==> src/design/stfo_pkg.sv <==
// shared types and constants for the sleep timer fade-out block
package stfo_pkg;

    // field widths
    localparam int TPM_W  = 10;
    localparam int FADE_W = 16;
    localparam int VOL_W  = 16;
    localparam int MIN_W  = 10;
    localparam int REM_W  = 20;

    // shared divider: dividend holds a signed 17 x 20 product magnitude
    localparam int DIV_W = 37;
    localparam int DVS_W = 16;
    localparam int CNT_W = 6;

    localparam logic [CNT_W-1:0] ITER_FADE = CNT_W'(DIV_W);
    localparam logic [CNT_W-1:0] ITER_MREM = CNT_W'(REM_W + 1);

    // configuration register indexes
    localparam logic [1:0] CFG_TPM   = 2'd0;
    localparam logic [1:0] CFG_FADE  = 2'd1;
    localparam logic [1:0] CFG_MUTE  = 2'd2;
    localparam logic [1:0] CFG_DEFVOL = 2'd3;

    // command codes
    localparam logic CMD_TICK = 1'b0;
    localparam logic CMD_SET  = 1'b1;

    // reset values
    localparam logic [TPM_W-1:0]  TPM_RST    = 10'd120;
    localparam logic [FADE_W-1:0] FADE_RST   = 16'd120;
    localparam logic [VOL_W-1:0]  MUTE_RST   = 16'hE200;
    localparam logic [VOL_W-1:0]  DEFVOL_RST = 16'hF600;

    typedef struct packed {
        logic             start;
        logic [CNT_W-1:0] iters;
    } t_div_ctl;

    typedef enum logic [6:0] {
        S_IDLE    = 7'b0000001,
        S_MUL     = 7'b0000010,
        S_MRES    = 7'b0000100,
        S_FDIV    = 7'b0001000,
        S_MDSTART = 7'b0010000,
        S_MDIV    = 7'b0100000,
        S_DONE    = 7'b1000000
    } t_state;

endpackage

==> src/design/stfo_div.sv <==
// restoring divider, one quotient bit per cycle, shared by both divisions
module stfo_div (
    input  logic                         i_clk,
    input  logic                         i_rst_n,
    input  stfo_pkg::t_div_ctl           i_ctl,
    input  logic [stfo_pkg::DIV_W-1:0]   i_dividend,
    input  logic [stfo_pkg::DVS_W-1:0]   i_divisor,
    output logic                         o_done,
    output logic [stfo_pkg::DIV_W-1:0]   o_quotient
);
    import stfo_pkg::*;

    logic             r_busy;
    logic             r_done;
    logic [CNT_W-1:0] r_cnt;
    logic [DVS_W-1:0] r_rem;
    logic [DIV_W-1:0] r_quo;
    logic [DVS_W-1:0] r_dvs;

    logic [DVS_W:0] w_shift;
    logic [DVS_W:0] w_diff;
    logic           w_ge;

    // shift in the next dividend bit and try the subtract
    assign w_shift = {r_rem, r_quo[DIV_W-1]};
    assign w_ge    = w_shift >= {1'b0, r_dvs};
    assign w_diff  = w_shift - {1'b0, r_dvs};

    always_ff @(posedge i_clk) begin
        if (!i_rst_n) begin
            r_busy <= 1'b0;
            r_done <= 1'b0;
            r_cnt  <= '0;
        end else begin
            r_done <= 1'b0;
            if (i_ctl.start) begin
                r_busy <= 1'b1;
                r_cnt  <= i_ctl.iters;
            end else if (r_busy) begin
                r_cnt <= r_cnt - 1'b1;
                if (r_cnt == CNT_W'(1)) begin
                    r_busy <= 1'b0;
                    r_done <= 1'b1;
                end
            end
        end
    end

    always_ff @(posedge i_clk) begin
        if (i_ctl.start) begin
            r_rem <= '0;
            r_quo <= i_dividend;
            r_dvs <= i_divisor;
        end else if (r_busy) begin
            r_rem <= w_ge ? w_diff[DVS_W-1:0] : w_shift[DVS_W-1:0];
            r_quo <= {r_quo[DIV_W-2:0], w_ge};
        end
    end

    assign o_done     = r_done;
    assign o_quotient = r_quo;

endmodule

==> config.mk <==
export PLATFORM = sky130hd
export DESIGN_NAME = stfo_div
export DESIGN_NICKNAME = d
export VERILOG_FILES = /design/src/design/stfo_pkg.sv /design/src/design/stfo_div.sv
export SDC_FILE = /design/constraint.sdc
export NUM_CORES = 1
export LEC_CHECK = 0
export BUFFER_PORTS_ARGS = -buffer_cell sky130_fd_sc_hd__buf_2
export CAP_MARGIN = 30
export CELL_PAD_IN_SITES_DETAIL_PLACEMENT = 0
export CELL_PAD_IN_SITES_GLOBAL_PLACEMENT = 1
export CORE_ASPECT_RATIO = 1.2
export CORE_UTILIZATION = 45
export CTS_CLUSTER_DIAMETER = 40
export DETAILED_ROUTE_END_ITERATION = 8
export PLACE_DENSITY_LB_ADDON = 0.1
export RECOVER_POWER = 50
export SETUP_SLACK_MARGIN = 0.15
export SYNTH_ARGS = -nofsm -noshare
export SYNTH_HDL_FRONTEND = slang
export SYNTH_SLANG_ARGS = --single-unit
==> constraint.sdc <==
create_clock -name i_clk -period 4.4 [get_ports i_clk]
set_input_delay 0.66 -clock i_clk [delete_from_list [all_inputs] [get_ports i_clk]]
set_output_delay 0.66 -clock i_clk [all_outputs]
set_load 0.005 [all_outputs]
==> key figures <==
Run status
  – Outcome: finished, violations left
  – Violated checks: capacitance limit, slew limit

Setup path
  – Register-to-register path setup slack: ~1.7 ns
  – Data arrival time of the critical path: 3.26 ns
  – Critical Path Start: i_ctl[6]
  – Reg-to-Reg Start: r_rem[11]$_SDFFE_PP0P_
  – Required time worst endpoint: 4.50 ns
  – R2r worst-path depth: 7
  – Critical Path Fanout Max: 49
  – Type of origin of the critical path: primary input
  – Type of element capturing the critical path: flip-flop
  – Type of the worst setup path: primary input to flip-flop
  – Capture instance of the worst register-to-register path: r_rem[2]$_SDFFE_PP0P_

Clock network
  – Latest clock arrival within the worst-skew pair: 0.36 ns
  – TritonCTS clock tree: done
  – Post-cts resize count: 0
  – Max clock buf depth: 2
  – Setup fix buffers added after clock tree synthesis: 0
  – Cts hold-fix bufs: 0
  – Clock sink count: 77
  – Root buffer cell: sky130_fd_sc_hd__clkbuf_8
  – H-tree levels: 3
  – Num CTS Buffers: 9
  – Clock-pin slew on the worst setup and hold paths: 0.09 ns

STA
  – Period utilization: 71.9%
  – Summed negative setup slack over all endpoints: 0 ns
  – Number of endpoints with negative hold slack in the final report: 0
  – Time the worst path needs with I/O delays and setup: 3.16 ns
  – Top achievable clock speed: 316 MHz
  – Relative slew slack: -5.39%
  – Worst setup skew after layout: 0.0131 ns
  – Transition at the pin with the smallest max-transition slack: around 1.6 ns
  – Worst hold slack: around 0.47 ns
  – Total setup violations reported at the end of the flow: 0
  – RSZ-0062 raised after global routing: no
  – Pins Over Slew Limit: 32

Synthesis
  – Number of enable-type register cells in the synthesized netlist: 53
  – Cell variety after synth: 51
  – Total of flip-flops plus latches after synthesis: 77
  – Share of the yosys chip area belonging to registers: 50.5%
  – Post-synthesis instance area: between 0.004 and 0.005 mm²
  – Most common flop cell mapped by yosys: sky130_fd_sc_hd__edfxtp_1
  – YS warnings: 0
  – Share of async-settable or async-resettable flops after synthesis: 0%
  – Net count after synthesis: 459
  – Synthesized netlist cell count: 378
  – Synthesized area divided by synthesized cell count: 10.9 µm²

Place
  – Final weighted congestion in routability-driven placement: 0.821
  – PortBufs: 99
  – Final HPWL DP: roughly 6400 µm

Power and ir drop
  – Clock network power share: between 20 and 30%
  – Power Density: about 370 mW/mm²
  – Internal power: 1.27 mW
  – Proportion of power drawn by flip-flops and latches: between 50% and 60%
  – Sw Pwr: 499 µW
  – Total leakage power: 1.96 nW
  – Combinational Power Share: 19.7%
  – Sw Ratio: 28.2%
  – Total Power: 1.77 mW
  – IR drop worst, VDD: roughly 0.23 mV

Routing
  – DRT Pass-1 Iters: 4
  – Drt drc: 0
  – ANT nets after route: 0
  – Vias: 3197
  – Vias/cell: 5.38
  – Number of design-rule violations left by the first detailed-router iteration: 147
  – Average wire length per cell after detail routing: 15.2 µm
  – Wire length reported by the detailed router: 9000 µm

Global routing
  – Met1 Resource Use GR: 24.9%
  – First-pass GRT wire length: around 15000 µm
  – Total routing usage reported by global routing: 20.7%
  – Aggregate global routing overflow: 0
  – Most congested layer reported by global routing: met2
  – Global Route met2 Usage: between 30 and 40%
  – Pin count of the biggest net entering global routing: 50
  – Number of antenna violations at the first check in global routing: 0
  – Global routing usage on met3: 6.54%
  – Via count of the first global-routing pass: 3147

Min path
  – Hold Path Depth: 1
  – Hold_sp: i_divisor[8]
  – Path category of the worst min-delay check: primary input to flip-flop
  – Worst-case hold path end point: r_dvs[8]$_DFFE_PP_

Die
  – Number of standard-cell rows in the floorplan: 37
  – Ports placed on the boundary: 100
  – Effective utilization at floorplan: 47.2%
  – Height of the die: 107 µm
  – Die width: 89.2 µm
  – Die area: 0.00951 mm²
  – Placeable core region: a little under 0.009 mm²

Job
  – Maxcap violations: 1

Layout
  – Most common cell after layout, fill and taps aside: sky130_fd_sc_hd__buf_2
  – Area taken by flip-flops and latches: 0.00207 mm²
  – Nets: about 550
  – Commonest cells after routing, fill and taps aside: 78 x sky130_fd_sc_hd__buf_2, 53 x sky130_fd_sc_hd__edfxtp_1, 37 x sky130_fd_sc_hd__nor2_1, 36 x sky130_fd_sc_hd__mux2_2, 26 x sky130_fd_sc_hd__a21oi_1
  – Number of antenna repair diodes: 0
  – Fill cells: 818
  – P&R area growth vs syn: 17.9%
  – Fraction of final layout cells with drive strength greater than 1: around 28%
  – Final standard cell utilization of the core: 55.6%
  – Multi-input combinational cell area: 0.00186 mm²
synthesized netlist by cell type, types with 2 or more instances:
master | instances | area share [%]
sky130_fd_sc_hd__buf_2 | 5 | 0.61
sky130_fd_sc_hd__a21o_1 | 5 | 0.91
sky130_fd_sc_hd__nor2b_1 | 2 | 0.30
sky130_fd_sc_hd__mux2_2 | 36 | 9.9
sky130_fd_sc_hd__a211oi_1 | 4 | 0.73
sky130_fd_sc_hd__o21ai_0 | 18 | 2.2
sky130_fd_sc_hd__a41oi_1 | 3 | 0.64
sky130_fd_sc_hd__a211o_1 | 2 | 0.43
sky130_fd_sc_hd__a21oi_1 | 26 | 3.2
sky130_fd_sc_hd__o31ai_1 | 3 | 0.55
sky130_fd_sc_hd__edfxtp_1 | 53 | 39
sky130_fd_sc_hd__o211ai_1 | 6 | 1.1
sky130_fd_sc_hd__dfxtp_1 | 24 | 12
sky130_fd_sc_hd__clkbuf_1 | 10 | 0.91
sky130_fd_sc_hd__nand2_1 | 17 | 1.6
sky130_fd_sc_hd__nand2b_1 | 7 | 1.1
sky130_fd_sc_hd__nor2_1 | 37 | 3.4
sky130_fd_sc_hd__nand3_1 | 13 | 1.6
sky130_fd_sc_hd__xnor2_1 | 9 | 1.9
sky130_fd_sc_hd__nand4_1 | 5 | 0.76
sky130_fd_sc_hd__o21ai_2 | 2 | 0.43
sky130_fd_sc_hd__and2_1 | 5 | 0.76
sky130_fd_sc_hd__xor2_1 | 4 | 0.85
sky130_fd_sc_hd__nor3_1 | 7 | 0.85
sky130_fd_sc_hd__o21a_1 | 4 | 0.73
sky130_fd_sc_hd__ha_1 | 18 | 5.5
sky130_fd_sc_hd__inv_1 | 23 | 2.1
sky130_fd_sc_hd__a311oi_1 | 7 | 1.5
critical path: stages:
cell and delay (ns):
sky130_fd_sc_hd__clkbuf_1 1.12, sky130_fd_sc_hd__clkbuf_2 1.02, sky130_fd_sc_hd__mux2_2 0.43
layer usage:
layer,vias up,wire (µm)
li1,1595,-
met1,1497,3850
met2,89,4380
met3,16,553
met4,0,227
met5,-,0
worst max path at each step:
stage                                    end  slack (ns)  cells past startpoint
floorplan              r_rem[7]$_SDFFE_PP0P_        2.19                      9
global placement       r_rem[2]$_SDFFE_PP0P_        1.78                      7
detailed placement     r_rem[7]$_SDFFE_PP0P_        1.74                      6
CTS                    r_rem[7]$_SDFFE_PP0P_        1.72                      6
global route        o_quotient[31]$_DFFE_PP_        0.96                      3
finish              o_quotient[31]$_DFFE_PP_        1.24                      3
cell families (layout without fill, tap and decap cells):
family | count (synthesis) | after routing | synth area share, %
AOI/OAI and AO/OA | 92 | 92 | 15.1
muxes | 36 | 36 | 9.88
and+or+nand+nor | 100 | 100 | 11.7
DFF | 77 | 77 | 50.5
adders and majority gates | 19 | 19 | 5.97
xor gates and xnor gates | 13 | 13 | 2.77
buffers and inverters | 41 | 140 | 4.18
power by group through the flow:
| stage | clock (mW) | combinational [mW] | sequential [mW] |
|---|---|---|---|
| after floorplan | 0 | 0.242 | 0.900 |
| after global routing | 0.570 | 0.391 | 0.902 |
| after global placement | 0 | 0.351 | 0.907 |
| after CTS | 0.549 | 0.356 | 0.893 |
| final | 0.530 | 0.350 | 0.893 |
| after detailed placement | 0 | 0.354 | 0.907 |
layout make-up:
| cell class | count | share of cell area (%) |
|---|---|---|
| Timing Repair Buffer | 101 | 9.95 |
| Multi-Input combinational cell | 260 | 38.5 |
| Inverter | 23 | 1.78 |
| Sequential cell | 77 | 42.8 |
| Tap cell | 117 | 3.02 |
| Clock buffer | 10 | 2.64 |
| Clock inverter | 6 | 1.32 |
state kept, by name, indices dropped and copies added, names as in the netlist:
register,count
r_dvs,16
r_busy,1
r_cnt,6
r_rem,16
o_quotient,37
o_done,1
metrics by stage:
step	instance area, µm²	cells	worst slack [ns]
final	4840	594	1.24
after global routing	4840	594	0.957
after CTS	4870	594	1.72
after detailed placement	4680	578	1.74
after global placement	4680	578	1.78
after floorplan	4110	378	2.19
(Power assumes the default switching activity.)
